$ cat config.mk
export PLATFORM = sky130hd
export DESIGN_NAME = lmrle_pack_flat
export DESIGN_NICKNAME = d
export VERILOG_FILES = /design/src/sv/lmrle_pkg.sv /design/src/sv/lmrle_if.sv /design/src/sv/lmrle_pack.sv /design/src/flat_wrapper.sv
export SDC_FILE = /design/constraint.sdc
export NUM_CORES = 1
export LEC_CHECK = 0
export ABC_AREA = 1
export BUFFER_PORTS_ARGS = -buffer_cell sky130_fd_sc_hd__buf_2
export CORE_MARGIN = 8
export CORE_UTILIZATION = 57
export DETAILED_ROUTE_END_ITERATION = 8
export PLACE_DENSITY_LB_ADDON = 0.2
export SYNTH_ARGS = -nofsm -noshare
export SYNTH_HDL_FRONTEND = slang
export SYNTH_SLANG_ARGS = --single-unit
$ cat constraint.sdc
create_clock -name clk -period 3.9 [get_ports clk]
set_input_delay 0.195 -clock clk [delete_from_list [all_inputs] [get_ports clk]]
set_output_delay 0.195 -clock clk [all_outputs]
set_load 0.03 [all_outputs]
$ cat src/sv/lmrle_pkg.sv
// Package: shared types and constants of the label map run-length encoder.
package lmrle_pkg;

  localparam int LabelW   = 32;
  localparam int WidthW   = 13;
  localparam int LbitsW   = 6;
  localparam int RunMax   = 255;
  localparam int CodeW    = 64;
  localparam int CodeLenW = 7;

  localparam logic [2:0] ADDR_WIDTH = 3'd0;
  localparam logic [2:0] ADDR_LBITS = 3'd4;

  localparam logic [1:0] KIND_FIRST  = 2'd0;
  localparam logic [1:0] KIND_EXTEND = 2'd1;
  localparam logic [1:0] KIND_BREAK  = 2'd2;

  typedef struct packed {
    logic [1:0]        kind;
    logic [LabelW-1:0] label;
    logic              fin;
  } cmd_t;

  typedef struct packed {
    logic [CodeW-1:0]    bits;
    logic [CodeLenW-1:0] len;
    logic                fin;
  } code_t;

endpackage

$ cat src/sv/lmrle_if.sv


interface lmrle_byte_if;
  logic       valid;
  logic       ready;
  logic [7:0] out_byte;
  logic       run_last;
  logic       stream_end;
  modport source (output valid, out_byte, run_last, stream_end, input ready);
  modport sink (input valid, out_byte, run_last, stream_end, output ready);
endinterface

$ cat src/sv/lmrle_pack.sv
// Packer: shifts codes MSB first into bytes and emits byte words.
module lmrle_pack (
  input  logic             clk,
  input  logic             rst_n,
  input  logic             code_valid,
  output logic             code_ready,
  input  lmrle_pkg::code_t code,
  lmrle_byte_if.source     outp
);
  logic [63:0] bits_r, bits_nxt;
  logic [6:0]  left_r, left_nxt;
  logic        fin_r, fin_nxt, busy_r, busy_nxt;
  logic [7:0]  acc_r, acc_nxt;
  logic [3:0]  fill_r, fill_nxt;
  logic [7:0]  ob_r, ob_nxt;
  logic        ov_r, ov_nxt, ol_r, ol_nxt, oe_r, oe_nxt;

  assign code_ready = !busy_r;
  assign outp.valid = ov_r;
  assign outp.out_byte = ob_r;
  assign outp.run_last = ol_r;
  assign outp.stream_end = oe_r;

  always_comb begin
    logic [3:0]  take;
    logic [7:0]  chunk, merged;
    logic        last_bits;
    bits_nxt = bits_r; left_nxt = left_r; fin_nxt = fin_r; busy_nxt = busy_r;
    acc_nxt = acc_r; fill_nxt = fill_r;
    ob_nxt = ob_r; ov_nxt = ov_r; ol_nxt = ol_r; oe_nxt = oe_r;
    take = '0; chunk = '0; merged = '0; last_bits = 1'b0;
    if (ov_r && outp.ready) begin
      ov_nxt = 1'b0;
    end
    if (!busy_r && code_valid) begin
      bits_nxt = code.bits << (7'd64 - code.len);
      if (code.len == 7'd0) begin
        bits_nxt = '0;
      end
      left_nxt = code.len; fin_nxt = code.fin; busy_nxt = 1'b1;
    end else if (busy_r && !ov_nxt) begin
      take = (7'(8 - fill_r) < left_r) ? 4'(8 - fill_r) : 4'(left_r);
      chunk = bits_r[63:56] >> fill_r;
      merged = acc_r | (chunk & ~(8'hFF >> (fill_r + take)));
      last_bits = 7'(take) == left_r;
      bits_nxt = bits_r << take;
      left_nxt = left_r - 7'(take);
      if (fill_r + take == 4'd8 || (last_bits && fin_r && fill_r + take != 4'd0)) begin
        ob_nxt = merged; ov_nxt = 1'b1;
        // last word of the pixel: no further full byte can follow from this code
        ol_nxt = fin_r ? last_bits : (left_nxt < 7'd8);
        oe_nxt = fin_r && last_bits;
        acc_nxt = '0; fill_nxt = '0;
        if (last_bits) begin
          busy_nxt = 1'b0;
        end
      end else begin
        acc_nxt = merged; fill_nxt = fill_r + take;
        if (last_bits) begin
          busy_nxt = 1'b0;
        end
      end
    end
  end

  always_ff @(posedge clk) begin
    if (!rst_n) begin
      busy_r <= 1'b0; ov_r <= 1'b0; acc_r <= '0; fill_r <= '0;
    end else begin
      busy_r <= busy_nxt; ov_r <= ov_nxt; acc_r <= acc_nxt; fill_r <= fill_nxt;
    end
  end

  always_ff @(posedge clk) begin
    bits_r <= bits_nxt; left_r <= left_nxt; fin_r <= fin_nxt;
    ob_r <= ob_nxt; ol_r <= ol_nxt; oe_r <= oe_nxt;
  end
endmodule

$ cat src/flat_wrapper.sv
// flat-port wrapper written by rule: the top's interface ports become plain ports
module lmrle_pack_flat 
  (clk, rst_n, code_valid, code_ready, code, outp_valid, outp_out_byte, outp_run_last, outp_stream_end, outp_ready);
  lmrle_byte_if outp_i ();
  input  logic clk;
  input  logic rst_n;
  input  logic code_valid;
  output logic code_ready;
  input  lmrle_pkg::code_t code;
  output wire logic [$bits(outp_i.valid)-1:0] outp_valid;
  output wire logic [$bits(outp_i.out_byte)-1:0] outp_out_byte;
  output wire logic [$bits(outp_i.run_last)-1:0] outp_run_last;
  output wire logic [$bits(outp_i.stream_end)-1:0] outp_stream_end;
  input wire logic [$bits(outp_i.ready)-1:0] outp_ready;
  assign outp_valid = outp_i.valid;
  assign outp_out_byte = outp_i.out_byte;
  assign outp_run_last = outp_i.run_last;
  assign outp_stream_end = outp_i.stream_end;
  assign outp_i.ready = outp_ready;
  lmrle_pack u_core (.clk(clk), .rst_n(rst_n), .code_valid(code_valid), .code_ready(code_ready), .code(code), .outp(outp_i));
endmodule
## Yosys cells after proc, flatten, opt, wreduce, memory -nomap -nowiden

Cells that the tools add are included.

| operators by class | value |
|---|---|
| multiplexer cells | 16 |
| add/subtract/negate cells | 4 |
| eq/ne operators | 2 |
| bitwise operators | 4 |
| magnitude comparators | 2 |
| reductions and logical operators | 15 |
| shift operators | 4 |

Operators with widths:

| cell | number |
|---|---|
| $mux 64 | 3 |
| $shl 64x4->64 | 1 |
| $shl 64x7->64 | 1 |
| $mux 7 | 2 |
| $and 8x8->8 | 1 |
| $mux 1 | 8 |
| $mux 4 | 2 |
| $mux 8 | 1 |
| $not 8->8 | 1 |
| $or 8x8->8 | 1 |
| $shr 8x4->8 | 1 |
| $shr 8x4->8 const A | 1 |
| $eq 4x7->1 | 1 |
| $logic_not 7->1 | 1 |
| $lt 7x4->1 const B | 1 |
| $lt 7x7->1 | 1 |
| $sub 7x4->7 | 1 |
| $sub 7x7->7 const A | 1 |
| $logic_and 1x1->1 | 5 |
| $sub 4x4->5 const A | 1 |
| $add 4x4->4 | 1 |
| $eq 4x4->1 const B | 1 |
| $reduce_and 2->1 | 2 |
| $reduce_bool 2->1 | 2 |
| other kinds (5) | 6 |

| word-level totals | value |
|---|---|
| word-level logic and storage cells | 57 |
| register bits after elaboration | 96 |
| output and inout port bits | 12 |

## Depth between registers and ports, before layout

| logic depth | value |
|---|---|
| depth in word-level cells | 10 |
| mapped depth | 31 |
| gate-level depth less buffers | 27 |

## Worst setup path after synthesis

OpenSTA, ideal clock, no wires.

| timing | value |
|---|---|
| path type | reg-to-reg |
| from | register u_core.fill_r[1] |
| to | register u_core.ob_r[0] (netlist: u_core.outp.out_byte[0]) (enable) |
| cell stages (with the launch flop) | 25 |
| clock period less this slack | 4.190 ns |
| setup time | 0.334 ns |
| path buffers | 3 |
| arrival | 3.856 ns |
| path slack | -0.290 ns |
| cell sequence | dfxtp_1 -> buf_2 -> clkinv_1 -> ha_1 -> xnor2_1 -> ha_1 -> a21oi_1 -> nand2_1 -> nand2_1 -> nand2_1 -> nand2_2 -> buf_6 -> nand2_1 -> o21ai_1 -> buf_2 -> ha_1 -> inv_1 -> fa_1 -> inv_1 -> or2_2 -> nand2_1 -> nand2_1 -> nand3b_1 -> nand4_2 -> inv_1 |

| between the ends | value |
|---|---|
| longest elaborated chain between the ends | 8 |
| elaborated cells between the ends (all ways) | 11 |
| classes of those cells | add/sub (2); order compare (1); eq/ne (2); mux (1); reduce/logical (5) |

RTL lines:

| element | RTL line | text |
|---|---|---|
| start, declared | lmrle_pack.sv:14 | `logic [3:0] fill_r, fill_nxt;` |
| start signal, assigned | lmrle_pack.sv:70 | `busy_r <= busy_nxt; ov_r <= ov_nxt; acc_r <= acc_nxt; fill_r <= fill_nxt;` |
| $sub 4x4->5 | lmrle_pack.sv:42 | `take = (7'(8 - fill_r) < left_r) ? 4'(8 - fill_r) : 4'(left_r);` |
| $lt 7x7->1 | lmrle_pack.sv:42 |  |
| $mux 4 | lmrle_pack.sv:42 |  |
| $add 4x4->4 or $eq 4x7->1 (tied branches) | lmrle_pack.sv:48, lmrle_pack.sv:45 |  |
| $reduce_bool 4->1 or $logic_and 1x1->1 (tied branches) | lmrle_pack.sv:48 | `if (fill_r + take == 4'd8 \|\| (last_bits && fin_r && fill_r + take != 4'd0)) begin` |
| $logic_and 1x1->1 | lmrle_pack.sv:48 |  |
| $logic_or 1x1->1 (*) | lmrle_pack.sv:48 |  |
| $reduce_and 3->1 (no source line) (*) | -- |  |
| end signal, assigned | lmrle_pack.sv:76 | `ob_r <= ob_nxt; ol_r <= ol_nxt; oe_r <= oe_nxt;` |
| end, declared | lmrle_pack.sv:15 | `logic [7:0] ob_r, ob_nxt;` |

Mark *: on every way between the ends. The rest lies on a longest branch, timed or not.
A chain may end at the register's enable or synchronous reset.

## Worst setup path after layout

| timing | value |
|---|---|
| from | register u_core.fill_r[1] |
| to | register u_core.ob_r[5] (netlist: u_core.outp.out_byte[5]) (enable) |

The elaborated chain is that of the path after synthesis.

==> flow_metrics.tcl <==
set metrics [dict create \
    status "complete, no violations" \
    reg2regPathDepth 20 \
    fin_nets 1967 \
    layout_min_cycle_time_ps 3690 \
    clock_skew_ps 14.6 \
    timing.rr.start "u_core.fill_r[1]$_SDFFE_PN0P_" \
    ys_warn_count 0 \
    synth_flop_cell "edfxtp_1" \
    grt_use_total_pct 29.4 \
    synth_xor_area_share_pct 0.391 \
    hold_class "input pin to flip-flop" \
    finalCoreUtilization_pct 62.9 \
    worst_skew_pair.late_latency_ps 350 \
    tns_ps 0 \
    r2r_slack_ps 210 \
    syn_nets 1956 \
    synth.avg_cell_area_um2 6.00 \
    slew_headroom_pct 42.6 \
    p_sw_share_pct 50.8 \
    synth-edff-count 82 \
    synth_area_um2 11200 \
    setup_viol 0 \
    synth_fa_ha_area_share_pct 1.41 \
    routedWlPerCell_um 16.9 \
    htreeDepth 3 \
    synth_top_family_by_area "simple AND/OR/NAND/NOR gates" \
    critical_path.max_fanout 10 \
    p_seq_share_pct 27.0 \
    synth-compound-area-share_pct 19.9 \
    synth_cell_types 43 \
    max_freq_ghz 0.271 \
    num_rows 51 \
    cts_made_buffers 9 \
    power_density_nw_per_um2 607 \
    grt_max_degree 76 \
    fp.dieArea_um2 24400 \
    crit_path_end_kind "flip-flop" \
    critical_path_required_ps 4000 \
    critPathLaunchType "flip-flop" \
    p_int_mw 3.64 \
    synth_common_cells "nand2_1, nand3_1, o21ai_0" \
    synthToLayoutAreaGrowth_pct 8.80 \
    clkTransAtPathRegs_ps 80 \
    crit_arrival_ps 3790 \
    synth.yosys.seq_area_share_pct 24.5 \
    finalCritPeriodShare_pct 94.6 \
    clk_path_buf_depth 2 \
    fp.dieH_um 156 \
    antenna_found_initial 0 \
    critPathLaunch "u_core.fill_r[1]$_SDFFE_PN0P_" \
    yosys.area.top_type_share_pct 22.0 \
    syn_inst 1868 \
    synth_largest_area_cell "edfxtp_1" \
    wirelength_um 36300 \
    io_buffers 87 \
    drc 0 \
    min_from "code[0]" \
    hold_viol_final 0 \
    async_reset_ff_share_pct 0 \
    core-area_um2 19400 \
    clock_sinks 96 \
    vias 13000 \
    hold_depth 1 \
    tightest_slew_ps 852 \
    drive_gt1_share_pct 10.5 \
    pwr-share-clk_pct 12.2 \
    path_class "flip-flop to flip-flop" \
    io_pins 88 \
    dp_hpwl_um 27700 \
    synth_simple_gate_area_share_pct 42.0 \
    ys_ff_latch 96 \
    grt_pass1_vias 11700 \
    p_total_mw 7.40 \
    cts_tree "built" \
    yosys-top-cells-area "edfxtp_1, nand2_1, nand3_1" \
    multi_input_area_um2 7400 \
    viasPerCell 6.04 \
    p_sw_mw 3.76 \
    antenna_cells 0 \
    ant_nets 0 \
    vdd_drop_max_mv 0.284 \
    gp_congestion 0.988 \
    cts_hold_buffers 0 \
    drt_iter0_markers 1537 \
    drtPass1Iterations 6 \
    seq_area_um2 2750 \
    synthMuxAreaShare_pct 1.34 \
    leakage_nw 5.58 \
    worstHoldEndpoint "u_core.fin_r$_DFFE_PP_" \
    grt-ovfl-total 0 \
    maxCapViolCount 0 \
    grt_pass1_wl_um 58400 \
    fill_cells 1967 \
    yosysMostFrequentCell "nand2_1" \
    drv_slew 0 \
    initial_core_util_pct 57.8 \
    fp.dieW_um 156 \
    cts_root_buf "clkbuf_16" \
    power_frac_comb_pct 60.8 \
    reg2reg_to "u_core.outp.out_byte[5]$_DFFE_PP_" \
]
[kinds of logic (layout without fill, tap and decap cells)]
group / after synthesis / after routing
AND/OR/NAND/NOR: 1085 / 1085
AO/OA/AOI/OAI: 373 / 373
buffers and inverters: 282 / 298
flip-flops: 96 / 96
multiplexers: 15 / 15
adder cells (fa/ha/maj): 12 / 12
XOR/XNOR: 5 / 5
[timing repair]
| item | CTS | global route |
|---|---|---|
| gates resized for setup | 0 | 15 |
| buffers inserted | 0 | 7 |
| setup endpoints to repair | 0 | 26 |
[worst max-delay path by stage]
stage | end | slack (ps) | cells past startpoint
CTS | u_core.outp.out_byte[5]$_DFFE_PP_ | 90 | 21
detailed placement | u_core.outp.out_byte[5]$_DFFE_PP_ | 120 | 21
global route | u_core.outp.out_byte[5]$_DFFE_PP_ | -30 | 22
global placement | u_core.outp.out_byte[5]$_DFFE_PP_ | 250 | 21
finish | u_core.outp.out_byte[5]$_DFFE_PP_ | 210 | 20
floorplan | u_core.outp.out_byte[0]$_DFFE_PP_ | 9 | 24
[critical path: stages, from the launching register on]
cell and delay (ps):
dfxtp_2 350, clkinv_2 70, buf_4 170, nand3_1 100, xor2_1 190, inv_1 100
ha_1 290, nand2_1 50, nand2_1 100, nand2_4 90, buf_4 140, buf_4 160
nand2_1 100, o21ai_4 80, fa_2 580, inv_1 80, nor2_2 140, nand2_2 90
nand3b_1 270, nand4_4 180, clkinv_4 100
[final cells by class]
type / count / share of cell area, %
sequential: 96 / 22.5
timing repair buffer: 130 / 6.93
multi-input combinational: 1490 / 60.7
tap: 265 / 2.72
clock inverter: 7 / 0.564
clock buffer: 9 / 1.85
inverter: 151 / 4.70
timing repair inverter: 1 / 0.0513
[layout by cell type, fill, tap and decap left out, drive strengths merged]
| cell type | instances |
|---|---|
| a21o | 1 |
| a21oi | 32 |
| a221oi | 1 |
| a22oi | 9 |
| a31oi | 5 |
| a32o | 2 |
| and2 | 4 |
| buf | 130 |
| clkbuf | 9 |
| clkinv | 5 |
| dfxtp | 14 |
| edfxtp | 82 |
| fa | 1 |
| ha | 11 |
| inv | 154 |
| mux2i | 15 |
| nand2 | 599 |
| nand3 | 354 |
| nand3b | 23 |
| nand4 | 16 |
| nor2 | 73 |
| nor4 | 1 |
| o211ai | 110 |
| o21a | 5 |
| o21ai | 202 |
| o22ai | 2 |
| o31ai | 2 |
| o32ai | 2 |
| or2 | 15 |
| xnor2 | 2 |
| xor2 | 3 |
[power groups by stage]
stage | registers, mW | logic (mW) | clock network [mW]
final | 2.00 | 4.50 | 0.900
after global placement | 2.00 | 4.27 | 0
after floorplan | 1.99 | 3.26 | 0
after detailed placement | 2.01 | 4.33 | 0
after global routing | 2.04 | 5.00 | 0.950
after CTS | 1.99 | 4.35 | 0.904
[registers in the layout, summed over array words and instances, names as in the netlist]
register / count
u_core.bits_r: 64
u_core.acc_r: 8
u_core.outp.out_byte: 8
u_core.left_r: 7
u_core.fill_r: 4
u_core.busy_r: 1
u_core.fin_r: 1
u_core.outp.run_last: 1
u_core.outp.stream_end: 1
u_core.outp.valid: 1
[metrics by stage]
step                      hold slack [ps]  cells  setup slack [ps]  cell area [um2]
after floorplan                       294   1868              9.14            11200
after global placement                373   2125               249            11800
after global routing                 12.9   2149             -26.5            12200
after detailed placement              384   2125               121            11800
final                                25.1   2149               210            12200
after CTS                            19.9   2141              88.7            12100
[per-layer routing]
metal,global-route usage [%],vias to the layer above,part of all wire (%)
li1,-,6420,-
met1,39.1,5847,42
met2,46.9,631,45
met3,5.05,88,8.6
met4,11.0,0,3.4
met5,0,-,0
Note: power is estimated with default switching activity, not from simulation.
