[src/sv/lmrle_pkg.sv]
// Package: shared types and constants of the label map run-length encoder.
package lmrle_pkg;

  localparam int LabelW   = 32;
  localparam int WidthW   = 13;
  localparam int LbitsW   = 6;
  localparam int RunMax   = 255;
  localparam int CodeW    = 64;
  localparam int CodeLenW = 7;

  localparam logic [2:0] ADDR_WIDTH = 3'd0;
  localparam logic [2:0] ADDR_LBITS = 3'd4;

  localparam logic [1:0] KIND_FIRST  = 2'd0;
  localparam logic [1:0] KIND_EXTEND = 2'd1;
  localparam logic [1:0] KIND_BREAK  = 2'd2;

  typedef struct packed {
    logic [1:0]        kind;
    logic [LabelW-1:0] label;
    logic              fin;
  } cmd_t;

  typedef struct packed {
    logic [CodeW-1:0]    bits;
    logic [CodeLenW-1:0] len;
    logic                fin;
  } code_t;

endpackage

[src/sv/lmrle_if.sv]
// Interfaces: valid/ready channels for pixel and byte words.
interface lmrle_pix_if;
  logic        valid;
  logic        ready;
  logic [31:0] label;
  logic        final_pixel;
  modport source (output valid, label, final_pixel, input ready);
  modport sink (input valid, label, final_pixel, output ready);
endinterface


[src/sv/lmrle_front.sv]
// Front end: masks labels, classifies each word as first, extend or break.
module lmrle_front (
  input  logic                       clk,
  input  logic                       rst_n,
  input  logic [5:0]                 label_bits,
  lmrle_pix_if.sink                  pix,
  output logic                       cmd_valid,
  input  logic                       cmd_ready,
  output lmrle_pkg::cmd_t            cmd
);
  logic [31:0] run_label_r, run_label_nxt;
  logic [7:0]  run_len_r, run_len_nxt;
  logic        started_r, started_nxt;
  logic [5:0]  nb;
  logic [31:0] mask, lab;
  logic        acc;

  assign nb   = (label_bits > 6'd32) ? 6'd32 : label_bits;
  assign mask = 32'((64'd1 << nb) - 64'd1);
  assign lab  = pix.label & mask;
  assign pix.ready = cmd_ready;
  assign cmd_valid = pix.valid;
  assign acc = pix.valid && cmd_ready;

  always_comb begin
    cmd.label = lab;
    cmd.fin   = pix.final_pixel;
    if (!started_r) begin
      cmd.kind = lmrle_pkg::KIND_FIRST;
    end else if (lab == run_label_r && run_len_r < 8'(lmrle_pkg::RunMax)) begin
      cmd.kind = lmrle_pkg::KIND_EXTEND;
    end else begin
      cmd.kind = lmrle_pkg::KIND_BREAK;
    end
    run_label_nxt = run_label_r;
    run_len_nxt   = run_len_r;
    started_nxt   = started_r;
    if (acc) begin
      if (cmd.kind == lmrle_pkg::KIND_EXTEND) begin
        run_len_nxt = run_len_r + 8'd1;
      end else begin
        run_len_nxt   = 8'd1;
        run_label_nxt = lab;
      end
      started_nxt = 1'b1;
      if (pix.final_pixel) begin
        started_nxt = 1'b0;
      end
    end
  end

  always_ff @(posedge clk) begin
    if (!rst_n) begin
      run_label_r <= '0;
      run_len_r   <= '0;
      started_r   <= 1'b0;
    end else begin
      run_label_r <= run_label_nxt;
      run_len_r   <= run_len_nxt;
      started_r   <= started_nxt;
    end
  end
endmodule

[src/flat_wrapper.sv]
// flat-port wrapper written by rule: the top's interface ports become plain ports
module lmrle_front_flat 
  (clk, rst_n, label_bits, cmd_valid, cmd_ready, cmd, pix_valid, pix_label, pix_final_pixel, pix_ready);
  lmrle_pix_if pix_i ();
  input  logic clk;
  input  logic rst_n;
  input  logic [5:0] label_bits;
  output logic cmd_valid;
  input  logic cmd_ready;
  output lmrle_pkg::cmd_t cmd;
  input wire logic [$bits(pix_i.valid)-1:0] pix_valid;
  input wire logic [$bits(pix_i.label)-1:0] pix_label;
  input wire logic [$bits(pix_i.final_pixel)-1:0] pix_final_pixel;
  output wire logic [$bits(pix_i.ready)-1:0] pix_ready;
  assign pix_i.valid = pix_valid;
  assign pix_i.label = pix_label;
  assign pix_i.final_pixel = pix_final_pixel;
  assign pix_ready = pix_i.ready;
  lmrle_front u_core (.clk(clk), .rst_n(rst_n), .label_bits(label_bits), .pix(pix_i), .cmd_valid(cmd_valid), .cmd_ready(cmd_ready), .cmd(cmd));
endmodule
[config.mk]
export PLATFORM = sky130hd
export DESIGN_NAME = lmrle_front_flat
export DESIGN_NICKNAME = d
export VERILOG_FILES = /design/src/sv/lmrle_pkg.sv /design/src/sv/lmrle_if.sv /design/src/sv/lmrle_front.sv /design/src/flat_wrapper.sv
export SDC_FILE = /design/constraint.sdc
export NUM_CORES = 1
export LEC_CHECK = 0
export ABC_CLOCK_PERIOD_IN_PS = 5070
export BUFFER_PORTS_ARGS = -buffer_cell sky130_fd_sc_hd__buf_2
export CAP_MARGIN = 5
export CORE_MARGIN = 2
export CORE_UTILIZATION = 57
export DETAILED_ROUTE_END_ITERATION = 7
export PLACE_DENSITY_LB_ADDON = 0.05
export REMOVE_ABC_BUFFERS = 1
export SYNTH_ARGS = -nofsm -noshare
export SYNTH_HDL_FRONTEND = slang
export SYNTH_SLANG_ARGS = --single-unit
[constraint.sdc]
create_clock -name clk -period 5.07 [get_ports clk]
set_input_delay 0.2535 -clock clk [delete_from_list [all_inputs] [get_ports clk]]
set_output_delay 0.2535 -clock clk [all_outputs]
set_load 0.01 [all_outputs]
# After elaboration in Yosys (flattened, before gate mapping)
# Cells that the tools add are included.
op_classes:
  order_cmp: 2
  n_eq_ne: 2
  n_mux: 5
  multipliers: 0
  add_sub_neg: 2
  bitwise_logic: 2
  n_reduce_logical: 3
  div: 0
  shifts: 1
op_table:
  columns: ["op", "n"]
  rows:
  - ["32-bit bitwise AND", 1]
  - ["32-bit == test", 1]
  - ["1-bit by 6-bit left shift with 32-bit output (first input constant)", 1]
  - ["32-bit by 1-bit subtractor with 32-bit output (second input constant)", 1]
  - ["8-bit by 1-bit adder with 8-bit output (second input constant)", 1]
  - ["8-bit < comparator (second input constant)", 1]
  - ["8-bit two-way mux", 1]
  - ["6-bit greater-than comparator (second input constant)", 1]
  - ["6-bit two-way mux", 1]
  - ["2-bit two-way mux", 2]
  - ["2-bit by 1-bit == test with 1-bit output (second input constant)", 1]
  - ["1-bit logical AND", 2]
  - ["2-bit AND reduction", 1]
  - ["1-bit two-way mux", 1]
  - ["1-bit inverter", 1]
totals:
  register_bits: 41
  latch_bits: 0
  memories: 0
  ramBits: 0
  word_cells: 20
  input_bits: 43
  out_inout_bits: 37
  romBits: 0

# Logic depth before layout (Yosys ltp)
# Gate-level depths: netlist of run 1.
depth:
  word_depth: 12
  mapped_depth: 17
  ltp_nobuf: 11

# Least setup slack after synthesis of run 1
# No wires, ideal clock.
synth_path:
  path_kind: "input to register"
  startpoint: "input label_bits[5]"
  endpoint: "register u_core.run_label_r[0]"
  arrival_ns: 3.598
  setup_slack_ns: 1.401
  setup_ns: 0.072
  path_buffers: 6
  stages: 16
  path_cell_list: "buf_6 > clkbuf_1 > buf_2 > nor3_1 > nand3_1 > ha_1 > clkbuf_1 > o31ai_1 > or3b_1 > a311oi_1 > nand4b_1 > nor4_4 > nand2b_1 > buf_6 > buf_12 > mux2i_1"
synth_between:
  elab_chain_len: 12
synth_lines:
  columns: ["item", "line_no", "rtl"]
  rows:
  - ["start, declared", "flat_wrapper.sv:7", "input logic [5:0] label_bits;"]
  - ["6-bit greater-than comparator", "lmrle_front.sv:18", "assign nb = (label_bits > 6'd32) ? 6'd32 : label_bits;"]
  - ["6-bit two-way mux (*)", "lmrle_front.sv:18", null]
  - ["1-bit by 6-bit left shift with 32-bit output (*)", "lmrle_front.sv:19", "assign mask = 32'((64'd1 << nb) - 64'd1);"]
  - ["32-bit by 1-bit subtractor with 32-bit output (*)", "lmrle_front.sv:19", null]
  - ["32-bit bitwise AND (*)", "lmrle_front.sv:20", "assign lab = pix.label & mask;"]
  - ["32-bit == test", "lmrle_front.sv:30", "end else if (lab == run_label_r && run_len_r < 8'(lmrle_pkg::RunMax)) begin"]
  - ["1-bit logical AND", "lmrle_front.sv:30", null]
  - ["2-bit two-way mux", "lmrle_front.sv:30", null]
  - ["2-bit two-way mux", "lmrle_front.sv:28", "if (!started_r) begin"]
  - ["2-bit by 1-bit == test with 1-bit output", "lmrle_front.sv:39", "if (cmd.kind == lmrle_pkg::KIND_EXTEND) begin"]
  - ["1-bit inverter (no source line)", null, null]
  - ["2-bit AND reduction (no source line)", null, null]
  - ["end signal, assigned", "lmrle_front.sv:58", "run_label_r <= run_label_nxt;"]
  - ["end, declared", "lmrle_front.sv:11", "logic [31:0] run_label_r, run_label_nxt;"]
# Mark *: on every way between the ends. The rest lies on a longest branch, timed or not.
# A chain may end at the register's enable or synchronous reset.

==> flow_summary.toml, run 1 <==
[run_status]
status = "completed"

[critical_path]
r2r_cells = 9
cp_max_fo = 19
required_ns = 4.82
worstPathArrival_ns = 3.95
worstSetupPathType = "primary input to output pin"
endpoint_kind = "output pin"
cp-start-kind = "primary input"

[clocking]
clk_latency_ns = 0.30
cts_buffers = 5
postCtsResizedCells = 0
cts_hold_buf = 0
cts_root_buf = "clkbuf_8"
clkTransAtPathRegs_ns = 0.09
cts.sinks = 41
cts_tree = "done"
postCtsSetupRepairBufs = 0
clk_path_buf_depth = 2
htreeDepth = 2

[floorplan]
die_w_um = 88.8
start_util_pct = 59.7
die_h_um = 88.8
ios = 80
rows = 30
coreArea_sq_mm = 0.00687
die_area_sq_mm = 0.00789

[placement]
io_buffers = 79
place_congestion = 1.04
dp_hpwl_mm = 9.59
dpl_worst_slack_ns = 0.777

[global_route]
grt_antenna_before_repair = 0
grt_pass1_wl_mm = 19.5
grt_pass1_vias = 3851
grt-ovfl-total = 0
track_usage_pct = 32.1
grt_max_degree = 71

[yosys]
synthesis.area_sq_mm = 0.00410
syn_avg_cell_area_sq_um = 7.77
syn_inst = 528
synth_flop_cell = "dfxtp_1"
synthArstFlopShare_pct = 0
synthDistinctLibCells = 79
synth-edff-count = 0
synth_warnings = 0
synth_seq_cells = 41
ys_seq_area_share_pct = 20.0

[timing]
fin_ws_ns = 0.863
layout_min_cycle_time_ns = 4.21
setup-tns-final_ns = 0
rsz0062_at_grt = "no"
hold_ws_ns = 0.257
hold_viol = 0
max_freq_mhz = 238
slew_headroom_pct = 24.3
fin_crit_sh_pct = 83.0
slew_violations = 0
tightest_slew_ns = 1.13
setup_violations = 0
fin_skew_ns = 0.0102

[final_layout]
nFillCells = 645
drive_above_1_share_pct = 21.3
fin_nets = 626
num_antenna_cells = 0
layout_commonest_cell = "nand2_1"
area_growth_pct = 10.5
seqCellArea_sq_um = 821
multi_input_area_sq_mm = 0.00291
layout_common_cells = "nand2_1, buf_2, dfxtp_1, mux2i_1, nor2_1"

[drt]
vias = 4293
ant_nets = 0
viasPerCell = 6.33
drt_iter0_drc = 407
wirelength_mm = 12.6
firstDrtPassIters = 7
wire_per_inst_um = 18.7
drc_errors = 0

[pwr]
power_leakage_nw = 1.94
peakVddDrop_v = 0.000129
power_density_mw_per_mm2 = 211
total_power_uw = 955

[worst_hold_path]
hold_path_class = "primary input to register"
holdPathStages = 3

[job]
maxCapViolations = 0
-- flip-flops by register name, indices dropped and copies added (netlist names) --
name,count
u_core.run_label_r,32
u_core.run_len_r,8
u_core.started_r,1
-- path summary, 6_finish.rpt --
path / start / endpoint / slack, ns
max: label_bits[5] / cmd[33] / 0.86
min: pix_final_pixel / u_core.started_r / 0.26
max reg2reg: u_core.run_label_r[16] / u_core.run_label_r[6] / 2.25
min reg2reg: u_core.run_label_r[13] / u_core.run_label_r[13] / 0.47
-- area by class of cell --
cell class / count / share of cell area (%)
flip-flops and latches: 41 / 18.1
clock inverters: 3 / 1.44
well taps: 96 / 2.65
inverters: 22 / 1.82
multi-input cells: 423 / 64.2
clock buffers: 5 / 1.52
repair buffers: 88 / 10.2
-- stage by stage --
stage / cells / instance area (sq um) / util (%)
after floorplan: 486 / 3810 / -
after global placement: 670 / 4400 / 64.0
after detailed placement: 670 / 4400 / 64.0
after CTS: 678 / 4530 / 66.0
after global routing: 678 / 4530 / 66.0
final: 678 / 4530 / 66.0
-- metal layers --
| metal | vias up | track usage (%) | wire (um) |
|---|---|---|---|
| li1 | 2036 | - | - |
| met1 | 1979 | 44.7 | 5440 |
| met2 | 237 | 50.2 | 5640 |
| met3 | 41 | 6.34 | 1230 |
| met4 | 0 | 9.50 | 342 |
| met5 | - | 0 | 0 |
-- logic make-up (layout without fill, tap and decap cells) --
family          after synthesis  in the layout  share of synthesized area (%)
xor+xnor                     21             21                           4.48
fa+ha+maj                     2              2                          0.610
compound gates              111            111                           22.2
buf+inv                      64            118                           9.06
mux                          39             39                           9.61
simple gates                250            250                           34.0
flops                        41             41                           20.0
-- worst max-delay path, stage by stage --
cell      delay [ns]
buf_2           0.32
nor3_1          0.18
nand3_1         0.12
ha_1            0.64
o31ai_1         0.27
or3b_1          0.43
a311oi_1        0.44
nand4b_1        0.29
nand4b_1        0.28
nor4_1          0.51
buf_2           0.22
-- Yosys cell counts (11+ instances only) --
library cell | instances | share of area, %
and2_1 | 15 | 2.3
inv_1 | 22 | 2.0
o21ai_0 | 19 | 2.3
nor3_1 | 11 | 1.3
nor2b_1 | 12 | 1.8
dfxtp_1 | 41 | 20
clkbuf_1 | 19 | 1.7
mux2i_1 | 36 | 8.8
nand2b_1 | 14 | 2.1
nand2_1 | 86 | 7.9
nand4_1 | 15 | 2.3
xnor2_1 | 17 | 3.6
nand3_1 | 22 | 2.7
nor2_1 | 23 | 2.1
-- power by group --
group	total (mW)	internal, mW	switching [mW]
Combinational	0.286	0.112	0.174
Sequential	0.346	0.334	0.0119
Clock	0.323	0.196	0.128
Total	0.955	0.642	0.313
Power figures use the tool's default switching activity.
==> inputs of run 2 (changes only) <==
--- a/config.mk
+++ b/config.mk
@@ -5,11 +5,11 @@
 export SDC_FILE = /design/constraint.sdc
 export NUM_CORES = 1
 export LEC_CHECK = 0
-export ABC_CLOCK_PERIOD_IN_PS = 5070
+export ABC_CLOCK_PERIOD_IN_PS = 3650
 export BUFFER_PORTS_ARGS = -buffer_cell sky130_fd_sc_hd__buf_2
 export CAP_MARGIN = 5
 export CORE_MARGIN = 2
-export CORE_UTILIZATION = 57
+export CORE_UTILIZATION = 51
 export DETAILED_ROUTE_END_ITERATION = 7
 export PLACE_DENSITY_LB_ADDON = 0.05
 export REMOVE_ABC_BUFFERS = 1
==> constraint.sdc (replaced) <==
create_clock -name clk -period 3.65 [get_ports clk]
set_input_delay 0.1825 -clock clk [delete_from_list [all_inputs] [get_ports clk]]
set_output_delay 0.1825 -clock clk [all_outputs]
set_load 0.01 [all_outputs]
==> flow_summary.toml, run 2 (same netlist as run 1, synthesis figures left out) <==
[pwr]
pwr-share-comb_pct = 32.2
p_int_uw = 839
power_density_mw_per_mm2 = 277
clock_power_share_pct = 30.7
seqPwrFrac_pct = 37.1
switching_share_pct = 35.3
power_leakage_nw = 2.03
peakVddDrop_v = 0.000143
switching_power_uw = 458

[timing]
tightest_slew_ns = 1.12
setup-tns-final_ns = 0
fin_skew_ns = 0.00705
fin_crit_sh_pct = 92.1
hold_viol = 0
rsz0062_at_grt = "no"
fin_ws_ns = 0.290
max_freq_mhz = 298
layout_min_cycle_time_ns = 3.36
slew_violations = 0
slew_headroom_pct = 25.1
setup_violations = 0

[placement]
dpl_worst_slack_ns = 0.143
place_congestion = 1.00
dpl_cell_area_sq_mm = 0.00457
dp_hpwl_mm = 10.7
io_buffers = 79

[critical_path]
path_buf_inv = 3
critPathMaxStageDelay_ns = 0.40
cp-start-kind = "primary input"
critPathSlowestCell = "a311oi_1"
path_delay_family = "simple AND/OR/NAND/NOR gates"
required_ns = 3.47
worstPathArrival_ns = 3.18
cp_max_fo = 13
worstSetupPathType = "primary input to output pin"
endpoint_kind = "output pin"
cp_cell_sequence = "buf_2, nor2_1, nand3_1, ha_1, buf_4, o31ai_1, or3b_1, a311oi_1, nand4b_1, nand4b_1, nor4_1, buf_2"

[final_layout]
top_register = "u_core.run_label_r"
num_antenna_cells = 0
reg_top3 = "u_core.run_label_r x32, u_core.run_len_r x8, u_core.started_r x1"
drive_above_1_share_pct = 23.9
seqCellArea_sq_um = 821
finalInstanceArea_sq_mm = 0.00468
multi_input_area_sq_mm = 0.00291
area_growth_pct = 14.2
largest_register_ffs = 32
nFillCells = 776
layout_commonest_cell = "nand2_1"
fin_nets = 646
layout_common_cells = "nand2_1, buf_2, dfxtp_1, mux2i_1, buf_4"

[clocking]
cts.sinks = 41
cts_root_buf = "clkbuf_8"
clk_path_buf_depth = 2
clk_latency_ns = 0.31
clkTransAtPathRegs_ns = 0.09
htreeDepth = 2
cts_tree = "done"
cts_hold_buf = 0
cts_buffers = 5

[job]
maxCapViolations = 0

[drt]
vias = 4296
drc_errors = 0
wire_per_inst_um = 19.2
viasPerCell = 6.10
ant_nets = 0
wirelength_mm = 13.5
firstDrtPassIters = 5
drt_iter0_drc = 303

[worst_hold_path]
hold_path_class = "primary input to register"

[floorplan]
die_w_um = 93.7
die_area_sq_mm = 0.00878
rows = 32
coreArea_sq_mm = 0.00777
die_h_um = 93.7
start_util_pct = 52.8
ios = 80

[global_route]
track_usage_pct = 31.3
grt-ovfl-total = 0
grt_pass1_vias = 3928
grt_max_degree = 71
grt_antenna_before_repair = 0
grt_pass1_wl_mm = 21.1

[run_status]
status = "completed"
-- run 2: cell types whose count changed in the layout (fill, tap and decap cells not counted) --
cell        change
buf_4          +19
a2111oi_1       +1
a2111oi_0       -1
clkinv_4        +1
buf_12          +1
clkinvlp_4      +1
bufinv_16       -1
clkinv_2        -1
-- run 2: layout make-up --
| type | instances | share of cell area, % |
|---|---|---|
| clock buffer | 5 | 1.47 |
| tap | 102 | 2.72 |
| timing repair buffer | 108 | 13.4 |
| inverter | 22 | 1.76 |
| multi-input combinational | 423 | 62.2 |
| clock inverter | 3 | 0.988 |
| sequential | 41 | 17.5 |
-- run 2: repair_timing --
item,CTS,global route
setup endpoints to repair,0,1
gates resized for setup,0,1
buffers inserted,0,0
-- run 2: per-stage QoR --
stage               cells  utilization, %  power, mW  hold WS (ns)
finish                704            60.3       1.30         0.149
floorplan             486               -      0.719         0.314
global route          704            60.3       1.36         0.183
global placement      696            58.8      0.898         0.448
CTS                   704            60.3       1.30         0.151
detailed placement    696            58.8      0.902         0.463
-- run 2: worst reg2reg max path, stage by stage (launching register included) --
cell and delay [ns]:
dfxtp_1 0.34, ha_1 0.26, nand3_1 0.13, nor2_1 0.05, a2111oi_0 0.40, o2111a_1 0.27, nand4_2 0.14, nor4_4 0.35
nand2b_2 0.23, buf_4 0.21, mux2i_1 0.21
-- run 2: power groups by stage --
stage / Sequential, mW / Clock (mW) / Combinational, mW
floorplan: 0.486 / 0 / 0.233
global placement: 0.490 / 0 / 0.407
detailed placement: 0.491 / 0 / 0.411
CTS: 0.481 / 0.407 / 0.413
global route: 0.483 / 0.427 / 0.452
finish: 0.481 / 0.398 / 0.418
-- run 2: final timing paths --
path | start | endpoint | slack (ns) | cells past startpoint
max reg2reg | u_core.run_len_r[0] | u_core.run_label_r[13] | 0.99 | 10
max | label_bits[1] | cmd[33] | 0.29 | 12
min reg2reg | u_core.run_label_r[17] | u_core.run_label_r[17] | 0.47 | 2
min | pix_final_pixel | u_core.started_r | 0.15 | 3
-- run 2: routing by layer --
metal	GRT usage [%]	vias to the layer above	part of all wire (%)
met2	47.9	168	44
met1	43.4	2023	45
li1	-	2080	-
met5	0	-	0
met3	7.22	25	7.6
met4	10.1	0	2.8
