`src/sv/lmrle_pkg.sv`:
```
// Package: shared types and constants of the label map run-length encoder.
package lmrle_pkg;

  localparam int LabelW   = 32;
  localparam int WidthW   = 13;
  localparam int LbitsW   = 6;
  localparam int RunMax   = 255;
  localparam int CodeW    = 64;
  localparam int CodeLenW = 7;

  localparam logic [2:0] ADDR_WIDTH = 3'd0;
  localparam logic [2:0] ADDR_LBITS = 3'd4;

  localparam logic [1:0] KIND_FIRST  = 2'd0;
  localparam logic [1:0] KIND_EXTEND = 2'd1;
  localparam logic [1:0] KIND_BREAK  = 2'd2;

  typedef struct packed {
    logic [1:0]        kind;
    logic [LabelW-1:0] label;
    logic              fin;
  } cmd_t;

  typedef struct packed {
    logic [CodeW-1:0]    bits;
    logic [CodeLenW-1:0] len;
    logic                fin;
  } code_t;

endpackage

```
`src/sv/lmrle_fifo.sv`:
```
// Queue: small FIFO of classified commands between front and back.
module lmrle_fifo #(
  parameter int Depth = 4
) (
  input  logic            clk,
  input  logic            rst_n,
  input  logic            wr_valid,
  output logic            wr_ready,
  input  lmrle_pkg::cmd_t wr_data,
  output logic            rd_valid,
  input  logic            rd_ready,
  output lmrle_pkg::cmd_t rd_data
);
  localparam int AW = (Depth > 1) ? $clog2(Depth) : 1;
  lmrle_pkg::cmd_t mem_r [Depth];
  logic [AW-1:0] wp_r, rp_r;
  logic [AW:0]   cnt_r;
  logic          wr, rd;

  assign wr_ready = cnt_r != (AW+1)'(Depth);
  assign rd_valid = cnt_r != '0;
  assign rd_data  = mem_r[rp_r];
  assign wr = wr_valid && wr_ready;
  assign rd = rd_valid && rd_ready;

  always_ff @(posedge clk) begin
    if (wr) begin
      mem_r[wp_r] <= wr_data;
    end
  end

  always_ff @(posedge clk) begin
    if (!rst_n) begin
      wp_r <= '0;
      rp_r <= '0;
      cnt_r <= '0;
    end else begin
      if (wr) begin
        wp_r <= (wp_r == AW'(Depth - 1)) ? '0 : wp_r + 1'b1;
      end
      if (rd) begin
        rp_r <= (rp_r == AW'(Depth - 1)) ? '0 : rp_r + 1'b1;
      end
      cnt_r <= cnt_r + (AW+1)'(wr) - (AW+1)'(rd);
    end
  end
endmodule

```
`config.mk`:
```
export PLATFORM = sky130hd
export DESIGN_NAME = lmrle_fifo
export DESIGN_NICKNAME = d
export VERILOG_FILES = /design/src/sv/lmrle_pkg.sv /design/src/sv/lmrle_fifo.sv
export SDC_FILE = /design/constraint.sdc
export NUM_CORES = 1
export LEC_CHECK = 0
export BUFFER_PORTS_ARGS = -buffer_cell sky130_fd_sc_hd__buf_4
export CORE_MARGIN = 2
export CORE_UTILIZATION = 40
export CTS_CLUSTER_SIZE = 25
export DETAILED_ROUTE_END_ITERATION = 8
export GPL_TIMING_DRIVEN = 0
export PLACE_DENSITY = 0.62
export SYNTH_ARGS = -nofsm -noshare
export SYNTH_HDL_FRONTEND = slang
export SYNTH_SLANG_ARGS = --single-unit
export TNS_END_PERCENT = 30
```
`constraint.sdc`:
```
create_clock -name clk -period 2.3 [get_ports clk]
set_input_delay 0.23 -clock clk [delete_from_list [all_inputs] [get_ports clk]]
set_output_delay 0.23 -clock clk [all_outputs]
set_load 0.02 [all_outputs]
```
# Yosys cells after proc, flatten, opt, wreduce, memory -nomap -nowiden
# Memory sizes are Yosys's and may differ from the RTL's. A register that Yosys moved wholly into a read port is not among the register bits.
# Index checks and enable logic that the tools add are counted.
[classes]
div_mod_pow = 0
addsub = 4
muxes = 6
n_bitwise = 0
multipliers = 0
n_lt_le_gt_ge = 0
eq_ne = 3
n_reduce_logical = 3
shift = 0
[ops]
columns = ["cell", "count"]
rows = [
  ["two-way mux 2 bit", 4],
  ["adder 2 x 1 -> 2 bit (second input constant)", 2],
  ["equality test 2 bit (second input constant)", 2],
  ["adder 3 x 1 -> 3 bit", 1],
  ["inequality test 3 bit (second input constant)", 1],
  ["nonzero test 3 bit", 1],
  ["subtractor 3 x 1 -> 3 bit", 1],
  ["logical AND 1 bit", 2],
  ["two-way mux 1 bit", 2],
]
[word_totals]
reg_bits = 7
mem_count = 1
rom_bits = 0
output_inout_bits = 37
latch_bits = 0
ramBits = 140
wordCells = 20
[mem_list]
columns = ["name", "words", "width", "rd", "rd_ports_with_merged_regs", "wr", "line", "text"]
rows = [
  ["mem_r", 4, 35, 1, 1, 1, "lmrle_fifo.sv:15", "lmrle_pkg::cmd_t mem_r [Depth];"],
]

# Logic depth before layout (Yosys ltp)
# Gate-level depths: netlist of run 1.
[logic_depth]
word_depth = 4
depth_mapped = 12

# Worst setup path before layout of run 1
# No wires, ideal clock.
[synth_timing]
path_kind = "register to register"
startpoint = "reg cnt_r[1]"
endpoint = "reg cnt_r[2]"
setup_slack_ps = -77
path_stages_with_launch = 13
setup_ps = 115
arrival_ps = 2262
period_less_slack_ps = 2377
required_ps = 2185
path_cell_list = "dfxtp_1 -> or3b_1 -> buf_6 -> and2_4 -> inv_1 -> ha_1 -> inv_1 -> ha_1 -> inv_1 -> fa_1 -> xnor2_1 -> xnor2_1 -> and2_1"
[synth_between]
elab_chain_cells = 4
[synth_lines]
columns = ["item", "line", "text"]
rows = [
  ["from (decl)", "lmrle_fifo.sv:17", "logic [AW:0] cnt_r;"],
  ["from (signal assigned)", "lmrle_fifo.sv:44", "cnt_r <= cnt_r + (AW+1)'(wr) - (AW+1)'(rd);"],
  ["inequality test 3 bit", "lmrle_fifo.sv:20", "assign wr_ready = cnt_r != (AW+1)'(Depth);"],
  ["via wr_ready", "lmrle_fifo.sv:8", "output logic wr_ready,"],
  ["logical AND 1 bit", "lmrle_fifo.sv:23", "assign wr = wr_valid && wr_ready;"],
  ["adder 3 x 1 -> 3 bit", "lmrle_fifo.sv:44", ""],
  ["subtractor 3 x 1 -> 3 bit", "lmrle_fifo.sv:44", ""],
]
# The timed path passes the listed nets, and every way through them passes these cells.
# A chain may end at the register's enable or synchronous reset.

# Worst setup path after layout of run 1
[layout_timing]
startpoint = "reg cnt_r[0]"
endpoint = "reg cnt_r[2]"
[layout_between]
elab_chain_cells = 4
[layout_lines]
columns = ["item", "line"]
rows = [
  ["inequality test 3 bit", "lmrle_fifo.sv:20"],
  ["logical AND 1 bit", "lmrle_fifo.sv:23"],
  ["adder 3 x 1 -> 3 bit", "lmrle_fifo.sv:44"],
  ["subtractor 3 x 1 -> 3 bit *", "lmrle_fifo.sv:44"],
]
# Mark *: on every way between the ends. The rest lies on a longest branch, timed or not.

==> results of run 1 <==
[worst reg2reg max path, stage by stage, from the launching register on]
cell     delay (ps)
dfxtp_4         360
or3b_4          400
and2_4          160
inv_4            50
ha_4            200
inv_4            50
ha_4            110
inv_2            30
fa_2            340
xnor2_2         150
xnor2_1         120
and2_1          150
[logic make-up (layout without fill, tap and decap cells)]
| logic type | count (synthesis) | in the layout | synth area share (%) |
|---|---|---|---|
| flops | 149 | 149 | 79.3 |
| mux | 36 | 36 | 14.4 |
| simple gates | 20 | 20 | 2.08 |
| buf+inv | 16 | 141 | 1.47 |
| fa+ha+maj | 8 | 8 | 1.95 |
| compound gates | 4 | 4 | 0.407 |
| xor+xnor | 2 | 2 | 0.317 |
[repair_timing]
action | in CTS | in global routing
setup endpoints to repair | 31 | 31
gates resized for setup | 13 | 6
hold buffers | 13 | 0
setup buffers | 4 | 1
pin swaps | 5 | 3
endpoints found under the hold margin | 48 | 0
[worst min-delay path by stage]
stage,from,endpoint
after floorplan,wr_data[0],mem_r[0][0]$_DFFE_PP_
after global placement,wr_data[1],mem_r[0][1]$_DFFE_PP_
after detailed placement,wr_data[11],mem_r[3][11]$_DFFE_PP_
after CTS,wr_data[17],mem_r[0][17]$_DFFE_PP_
after global routing,wr_data[18],mem_r[2][18]$_DFFE_PP_
final,wr_data[12],mem_r[3][12]$_DFFE_PP_
[stage by stage]
step	setup TNS, ps	worst slack [ps]	util [%]
final	0	71.7	54.1
after global routing	-1190	-61.5	54.1
after CTS	-45.0	-45.0	54.0
after detailed placement	-62.5	-62.5	47.5
after global placement	-11810	-339	47.3
after floorplan	0	3.92	-
[flip-flops by register name (all words and copies together) (netlist names), named ones only]
register / count
rp_r: 2
mem_r: 140
wp_r: 2
cnt_r: 3
[routing by layer]
| layer | vias up | share of wire, % | wire length (um) | global-route usage [%] |
|---|---|---|---|---|
| met3 | 16 | 4.3 | 424 | 4.63 |
| met5 | - | 0 | 0 | 0 |
| li1 | 1197 | - | - | - |
| met1 | 1376 | 43 | 4230 | 17.1 |
| met2 | 62 | 50 | 4950 | 23.2 |
| met4 | 0 | 2.1 | 203 | 6.47 |
[placed cells by master, fill, tap and decap left out, drive strengths merged]
cell type	n
fa	1
bufinv	6
dlygate4sd3	13
nand2	5
and3	4
buf	87
mux2i	1
xnor2	2
clkinvlp	2
nand3	2
o31ai	1
and2	3
or3	1
nor2	2
nand4	1
or3b	1
o21ai	3
nor2b	1
mux4	35
dfxtp	9
clkbuf	22
ha	7
clkinv	5
edfxtp	140
inv	6
[power by group through the flow]
stage	Sequential, mW	Clock [mW]	Combinational, mW
after global routing	3.41	3.23	2.24
after detailed placement	3.44	0	2.00
after CTS	3.39	3.13	2.10
after floorplan	3.41	0	1.27
final	3.39	3.07	2.07
after global placement	3.42	0	1.97
[area by class of cell]
class                   count  area (um2)  area share [%]
flip-flops and latches    149        4400            60.9
multi-input cells          70        1110            15.4
repair buffers             94         751            10.4
clock buffers              19         433            5.99
clock inverters            13         230            3.19
well taps                 176         220            3.05
plain buffers               9        51.3           0.710
inverters                   6        27.5           0.381
==> impl_metrics.json, run 1 <==
{
  "async_flop_share_pct": 0,
  "sw_frac_of_total_pct": 25.7,
  "n_fill_cell": 1080,
  "cts_root_buf": "clkbuf_16",
  "whs_ps": 17.8,
  "placed_cells": 487,
  "synth.distinct_cells": 27,
  "finalPower_mw": 8.53,
  "critPathTopFamily": "simple AND/OR/NAND/NOR gates",
  "yosys.area.top_type_share_pct": 76.1,
  "cp.required_ps": 2610,
  "timing.critical_path.from": "cnt_r[0]$_SDFF_PN0_",
  "path_max_fanout": 4,
  "post_drt_wl_per_cell_um": 18.3,
  "ir_drop_uv": 510,
  "finalSetupViolations": 0,
  "synth-edff-count": 140,
  "maxSlewViolCount": 0,
  "yosysWarningCount": 0,
  "num_vias": 2651,
  "finalCritPeriodShare_pct": 96.9,
  "hold_violations": 0,
  "worstSkewPairLatency_ps": 410,
  "max_slew_margin_pct": 33.1,
  "cts-htree-levels": 4,
  "start_util_pct": 41.4,
  "crit_path_end": "cnt_r[2]$_SDFF_PN0_",
  "clk_pin_slew_ps": 60,
  "rsz0062_at_grt": "true",
  "worstMarginPinSlew_ps": 1000,
  "ant_nets": 0,
  "grt_max_degree": 36,
  "core_area_um2": 13300,
  "first_global_vias": 2750,
  "layout-drive-gt1-share_pct": 47.5,
  "clock_power_share_pct": 36.0,
  "drv_cap": 0,
  "avgSynthCellArea_um2": 23.5,
  "syn_to_final_growth_pct": 30.7,
  "worstReg2RegEnd": "cnt_r[2]$_SDFF_PN0_",
  "reg2reg_depth": 11,
  "cts_tree": "yes",
  "final_cell_area_um2": 7220,
  "p_int_mw": 6.34,
  "worstSetupStartpointType": "flop",
  "combPwrFrac_pct": 24.3,
  "skew_ps": 5.41,
  "synth_top_cell_by_area": "edfxtp_1",
  "worstReg2RegStart": "cnt_r[0]$_SDFF_PN0_",
  "path_depth": 11,
  "cts_buffers": 17,
  "die_y_um": 122,
  "clkSinkCount": 149,
  "yosysMostFrequentCell": "edfxtp_1",
  "rows": 42,
  "pin_count": 76,
  "gp_congestion": 0.676,
  "cpPeakStageDelay_ps": 400,
  "grt_pass1_wl_mm": 14.8,
  "final_cell_count_no_fill": 536,
  "cp_data_arrival_time_ps": 2540,
  "dp_hpwl_mm": 5.68,
  "grt_use_total_pct": 14.1,
  "placement.io_buffers": 75,
  "die_w_um": 122,
  "cp_cell_sequence": "or3b_4 -> and2_4 -> inv_4 -> ha_4 -> inv_4 -> ha_4 -> inv_2 -> fa_2 -> xnor2_2 -> xnor2_1 -> and2_1",
  "postSynthCellCount": 235,
  "fmax_mhz": 449,
  "crit_buf_inv": 3,
  "p_seq_share_pct": 39.7,
  "drcViolationCount": 0,
  "synth.area.top_cells": "edfxtp_1 (76%), mux4_2 (14%), dfxtp_1 (3.3%)",
  "die-area_um2": 14800,
  "dpl_cell_area_um2": 6340,
  "leakage_nw": 2.50,
  "whs_path_depth": 1,
  "antenna_found_initial": 0,
  "grt_remaining_overflow": 0,
  "crit_path_top_delay_cell": "or3b_4",
  "status": "finished clean",
  "antennaDiodeCount": 0,
  "reg2reg_slack_ps": 70,
  "synth-seq-cells": 149,
  "syn_nets": 282,
  "p_per_area_nw_per_um2": 1180,
  "clock_path_buffers": 2,
  "syn_area_um2": 5530,
  "endpoint_kind": "flop",
  "drt_first_pass_iters": 4,
  "nNetsFinal": 394,
  "period_needed_ps": 2230,
  "routed_wl_mm": 9.81,
  "synth_top_flop_cell": "edfxtp_1",
  "hp-class": "primary input to flop",
  "synth_commonest_cells": "edfxtp_1 (140), mux4_2 (35), dfxtp_1 (9)",
  "path_class": "flop to flop",
  "switching_power_mw": 2.19,
  "ys_seq_area_share_pct": 79.3,
  "vias_per_cell": 4.95,
  "drt_iter0_markers": 139
}
(Power assumes the default switching activity.)
==> inputs of run 2 (changes only) <==
Settings changed: CAP_MARGIN set to 15, PLACE_DENSITY 0.62 to 0.67.
==> run 2 against run 1 <==
  * Utilization rose by 0.10 points
  * Final area rose by 0.19%
  * Sequential cell count unchanged
  * First-iteration DRC count up 29%
  * Sequential power hardly changed
  * Highest routed layer unchanged
  * Critical path type unchanged
==> impl_metrics.json, run 2 (synthesis results as in run 1) <==
{
  "final_common_cell": "edfxtp_1",
  "multi_input_area_um2": 1110,
  "p_int_mw": 6.06,
  "skew_ps": 8.18,
  "cts_root_buf": "clkbuf_16",
  "vias_per_cell": 4.89,
  "status": "finished clean",
  "placement.io_buffers": 75,
  "final_cell_count_no_fill": 543,
  "dp_hpwl_mm": 5.63,
  "rows": 42,
  "hold_violations": 0,
  "switching_power_mw": 2.16,
  "cts_buffers": 17,
  "antennaDiodeCount": 0,
  "die_w_um": 122,
  "min_from": "wr_data[26]",
  "worstMarginPinSlew_ps": 990,
  "leakage_nw": 2.52,
  "n_fill_cell": 1090,
  "p_per_area_nw_per_um2": 1130,
  "grt_max_degree": 36,
  "sw_frac_of_total_pct": 26.3,
  "post_drt_wl_per_cell_um": 17.8,
  "cp.required_ps": 2600,
  "die_y_um": 122,
  "ant_nets": 0,
  "worst_slack_ps": 43.1,
  "final_cell_mix": "edfxtp_1 (140), buf_4 (84), mux4_2 (35)",
  "seq_area_um2": 4400,
  "path_max_fanout": 2,
  "cts_tree": "yes",
  "whs_ps": 22.2,
  "core_area_um2": 13300,
  "drt_first_pass_iters": 4,
  "max_slew_margin_pct": 34.0,
  "hold_end": "mem_r[2][26]$_DFFE_PP_",
  "clock_power_share_pct": 33.2,
  "placed_cells": 487,
  "top_register": "mem_r",
  "maxSlewViolCount": 0,
  "reg2reg_depth": 11,
  "grt_use_total_pct": 14.2,
  "layout-drive-gt1-share_pct": 46.6,
  "fin_util_pct": 54.2,
  "worstReg2RegStart": "cnt_r[1]$_SDFF_PN0_",
  "worstSkewPairLatency_ps": 410,
  "endpoint_kind": "flop",
  "path_class": "flop to flop",
  "cts-htree-levels": 4,
  "ir_drop_uv": 809,
  "pre_cts_slack_ps": -63.6,
  "pin_count": 76,
  "clk_pin_slew_ps": 60,
  "p_seq_share_pct": 41.1,
  "drv_cap": 0,
  "first_global_vias": 2862,
  "cp_cell_sequence": "or3b_4 -> and2_4 -> inv_4 -> ha_4 -> inv_4 -> ha_4 -> inv_2 -> fa_2 -> xnor2_2 -> xnor2_1 -> and2_1",
  "antenna_found_initial": 0,
  "fmax_mhz": 443,
  "die-area_um2": 14800,
  "reg.largest.list": "mem_r x140, cnt_r x3",
  "largest_register_ffs": 140,
  "grt_remaining_overflow": 0,
  "start_util_pct": 41.4,
  "clkSinkCount": 149,
  "syn_to_final_growth_pct": 30.9,
  "combPwrFrac_pct": 25.7,
  "gp_congestion": 0.660,
  "whs_path_depth": 1,
  "finalCritPeriodShare_pct": 98.1,
  "grt_pass1_wl_mm": 15.1,
  "worstReg2RegEnd": "cnt_r[2]$_SDFF_PN0_",
  "drcViolationCount": 0,
  "cpPeakStageDelay_ps": 400,
  "finalSetupViolations": 0,
  "rsz0062_at_grt": "true",
  "routed_wl_mm": 9.66,
  "period_needed_ps": 2260,
  "hp-class": "primary input to flop",
  "num_vias": 2655,
  "reg2reg_slack_ps": 40,
  "clock_path_buffers": 2,
  "nNetsFinal": 401,
  "cp_data_arrival_time_ps": 2560,
  "worstSetupStartpointType": "flop",
  "crit_path_top_delay_cell": "or3b_4",
  "drt_iter0_markers": 179
}
==> run 2: timing repair <==
action                                  4_1_cts  5_1_grt
pin swaps                                     5        3
setup buffers                                 4        2
endpoints found under the setup margin       27       31
hold buffers                                 19        0
hold endpoints to repair                     61        0
resized for setup                            13        6
==> run 2: worst max path at each step <==
stage                        start                      to  slack [ps]  cells past startpoint
5_1_grt                       flop             rd_data[12]         -50                      4
4_1_cts        cnt_r[1]$_SDFF_PN0_     cnt_r[2]$_SDFF_PN0_         -50                     12
3_3_place_gp   cnt_r[1]$_SDFF_PN0_  mem_r[1][21]$_DFFE_PP_        -310                      3
2_1_floorplan  cnt_r[1]$_SDFF_PN0_     cnt_r[2]$_SDFF_PN0_           4                     12
3_5_place_dp   cnt_r[1]$_SDFF_PN0_     cnt_r[2]$_SDFF_PN0_         -60                     12
6_report       cnt_r[1]$_SDFF_PN0_     cnt_r[2]$_SDFF_PN0_          40                     11
==> run 2: critical path, delay by kind of cell, from the launching register on <==
family                     cells  cell delay [ps]
xor gates and xnor gates       2              280
DFF                            1              340
adders and majority gates      3              690
buffers and inverters          3              140
and+or+nand+nor                3              700
==> run 2: area by class of cell <==
class / count / share of cell area (%)
tap: 176 / 3.04
buffer: 9 / 0.709
clock inverter: 5 / 0.415
clock buffer: 27 / 8.01
inverter: 6 / 0.380
timing repair buffer: 101 / 11.3
multi-input combinational: 70 / 15.4
sequential: 149 / 60.7
==> run 2: layer usage <==
layer	GRT usage [%]	part of all wire [%]	vias to the layer above
met5	0	0	-
met4	5.89	2.2	0
met3	4.68	5.0	17
met2	22.9	50	67
met1	17.7	43	1360
li1	-	-	1211
==> run 2: through the flow <==
| step | setup TNS (ps) | area, um2 | power, mW |
|---|---|---|---|
| 2_1_floorplan | 0 | 5530 | 4.67 |
| 3_3_place_gp | -10910 | 6310 | 5.39 |
| 3_5_place_dp | -63.6 | 6340 | 5.43 |
| 4_1_cts | -50.9 | 7210 | 8.27 |
| 5_1_grt | -807 | 7240 | 8.57 |
| 6_report | 0 | 7240 | 8.21 |
==> run 2: power groups by stage <==
stage | clock network (mW) | registers (mW) | logic [mW]
after CTS | 2.79 | 3.38 | 2.10
final | 2.73 | 3.38 | 2.11
after global placement | 0 | 3.42 | 1.97
after floorplan | 0 | 3.41 | 1.27
after detailed placement | 0 | 3.44 | 1.99
after global routing | 2.89 | 3.40 | 2.27
==> inputs of run 3 (changes only) <==
Clock period 2.3 ns to 1.9 ns, I/O delays scaled along.
==> run 3 against run 2 <==
  * The run now ends with setup timing left
  * Total power is 31% higher
  * Via count is 2.7% higher
  * Maximum frequency is 0.25% higher
  * Global-route usage is 0.71 points higher
  * Non-clock buffer count is 21 higher
  * Die area stayed put
  * Wire length is 3.4% higher
  * Register-to-register slack worse by 390 ps
  * Utilization is 3.7 points higher
  * Clock power is 28% higher
  * Sequential power is 22% higher
  * Clock skew is 1.8 ps higher
  * Critical endpoint unchanged
==> impl_metrics.json, run 3 (synthesis results as in run 1) <==
{
  "core_area_um2": 13300,
  "drv_cap": 0,
  "wl_met2_mm": 4.98,
  "cp.required_ps": 2210,
  "gp_congestion": 0.660,
  "n_fill_cell": 1035,
  "clk_pin_slew_ps": 60,
  "finalCritPeriodShare_pct": 118,
  "worstMarginPinSlew_ps": 584,
  "p_per_area_nw_per_um2": 1390,
  "worstSkewPairLatency_ps": 420,
  "start_util_pct": 41.4,
  "die_y_um": 122,
  "period_needed_ps": 2250,
  "antennaDiodeCount": 0,
  "fin_util_pct": 57.9,
  "reg.largest.list": "mem_r x140, cnt_r x3",
  "antenna_found_initial": 0,
  "cts_root_buf": "clkbuf_16",
  "max_slew_margin_pct": 61.0,
  "final_cell_mix": "edfxtp_1 (140), buf_4 (47), buf_6 (36)",
  "grt_pass1_wl_mm": 15.7,
  "worstSetupStartpointType": "flop",
  "largest_register_ffs": 140,
  "ant_nets": 0,
  "grt_remaining_overflow": 0,
  "cts_tree": "yes",
  "path_class": "flop to flop",
  "ir_drop_uv": 716,
  "routed_wl_mm": 9.98,
  "worstReg2RegStart": "cnt_r[1]$_SDFF_PN0_",
  "worstReg2RegEnd": "cnt_r[2]$_SDFF_PN0_",
  "worst_slack_ps": -351,
  "met1Wirelength_mm": 4.43,
  "finalSetupViolations": 17,
  "hold_violations": 0,
  "drcViolationCount": 0,
  "cts-htree-levels": 4,
  "num_vias": 2728,
  "reg2reg_depth": 11,
  "cts_buffers": 17,
  "syn_to_final_growth_pct": 39.8,
  "crit_path_end": "cnt_r[2]$_SDFF_PN0_",
  "dp_hpwl_mm": 5.40,
  "violations": "setup timing",
  "post_drt_wl_per_cell_um": 17.7,
  "skew_ps": 10.0,
  "setup_tns_ps": -1490,
  "final_common_cell": "edfxtp_1",
  "cp_data_arrival_time_ps": 2560,
  "rsz0062_at_grt": "true",
  "grt_use_total_pct": 14.9,
  "placement.io_buffers": 75,
  "first_global_vias": 2983,
  "top_register": "mem_r",
  "layout-drive-gt1-share_pct": 45.2,
  "hp-class": "primary input to flop",
  "clock_path_buffers": 2,
  "fmax_mhz": 444,
  "timing.critical_path.from": "cnt_r[1]$_SDFF_PN0_",
  "nNetsFinal": 422,
  "vias_per_cell": 4.85,
  "reg2reg_slack_ps": -350,
  "die-area_um2": 14800,
  "leakage_nw": 2.69,
  "rows": 42,
  "grt_max_degree": 36,
  "clkSinkCount": 149,
  "status": "finished with violations",
  "maxSlewViolCount": 0,
  "pin_count": 76,
  "die_w_um": 122,
  "endpoint_kind": "flop",
  "routed-wl-met3_um": 435,
  "drt_first_pass_iters": 6,
  "path_max_fanout": 3,
  "dr.max_layer_used": "met4",
  "drt_iter0_markers": 165
}
run 3: changes by cell type in the layout (fill, tap and decap cells not counted), moves of 5 or more:
cell,delta
buf_12,+5
buf_4,-37
buf_6,+36
bufinv_16,+5
clkbuf_16,-5
dlygate4sd3_1,+16
run 3: layout make-up:
class                           instances  area [um2]  area share (%)
Multi-Input combinational cell         70        1130            14.6
Clock inverter                         13         188            2.43
Timing Repair Buffer                  123        1230            16.0
Clock buffer                           18         429            5.55
Sequential cell                       149        4390            56.9
Buffer                                  8         110            1.42
Inverter                                6        22.5           0.291
Tap cell                              176         220            2.85
run 3: metal layers:
metal	GRT usage, %	vias up
met3	4.96	11
li1	-	1255
met2	23.1	64
met5	0	-
met4	6.03	0
met1	19.5	1398
run 3: repair_timing:
item                                    4_1_cts  5_1_grt
endpoints found under the setup margin      128       37
pin swaps                                     6        1
resized for setup                            78        5
buffers inserted                             10        1
hold buffers                                 35        0
hold endpoints to repair                    140        0
cloned                                        3        0
run 3: metrics by stage:
step	hold slack (ps)	instance area, um2	setup slack [ps]	total power, mW	std cells
2_1_floorplan	289	5530	-396	5.66	235
3_3_place_gp	390	6320	-459	6.52	486
3_5_place_dp	394	6320	-473	6.56	486
4_1_cts	15.8	7740	-366	10.9	564
5_1_grt	47.6	7730	-443	11.2	563
6_report	28.5	7730	-351	10.7	563
run 3: worst max-delay path: stages, from the launching register on:
cell and delay, ps:
dfxtp_4 350, or3b_4 400, and2_4 160, inv_2 60
ha_4 190, inv_2 60, ha_4 120, inv_2 30
fa_2 360, xnor2_2 150, xnor2_1 120, and2_1 150
run 3: worst min path at each step:
| stage | start | end | cells past startpoint |
|---|---|---|---|
| 2_1_floorplan | wr_data[0] | mem_r[0][0]$_DFFE_PP_ | 0 |
| 3_3_place_gp | wr_data[27] | mem_r[2][27]$_DFFE_PP_ | 1 |
| 3_5_place_dp | wr_data[32] | mem_r[3][32]$_DFFE_PP_ | 1 |
| 4_1_cts | rst_n | wp_r[0]$_SDFFE_PN0P_ | 3 |
| 5_1_grt | rst_n | wp_r[0]$_SDFFE_PN0P_ | 3 |
| 6_report | rst_n | wp_r[0]$_SDFFE_PN0P_ | 3 |
run 3: report_power, final:
part,internal (mW),switching [mW]
sequential,4.00,0.113
combinational,1.73,1.42
clock,2.29,1.20
total,8.01,2.72
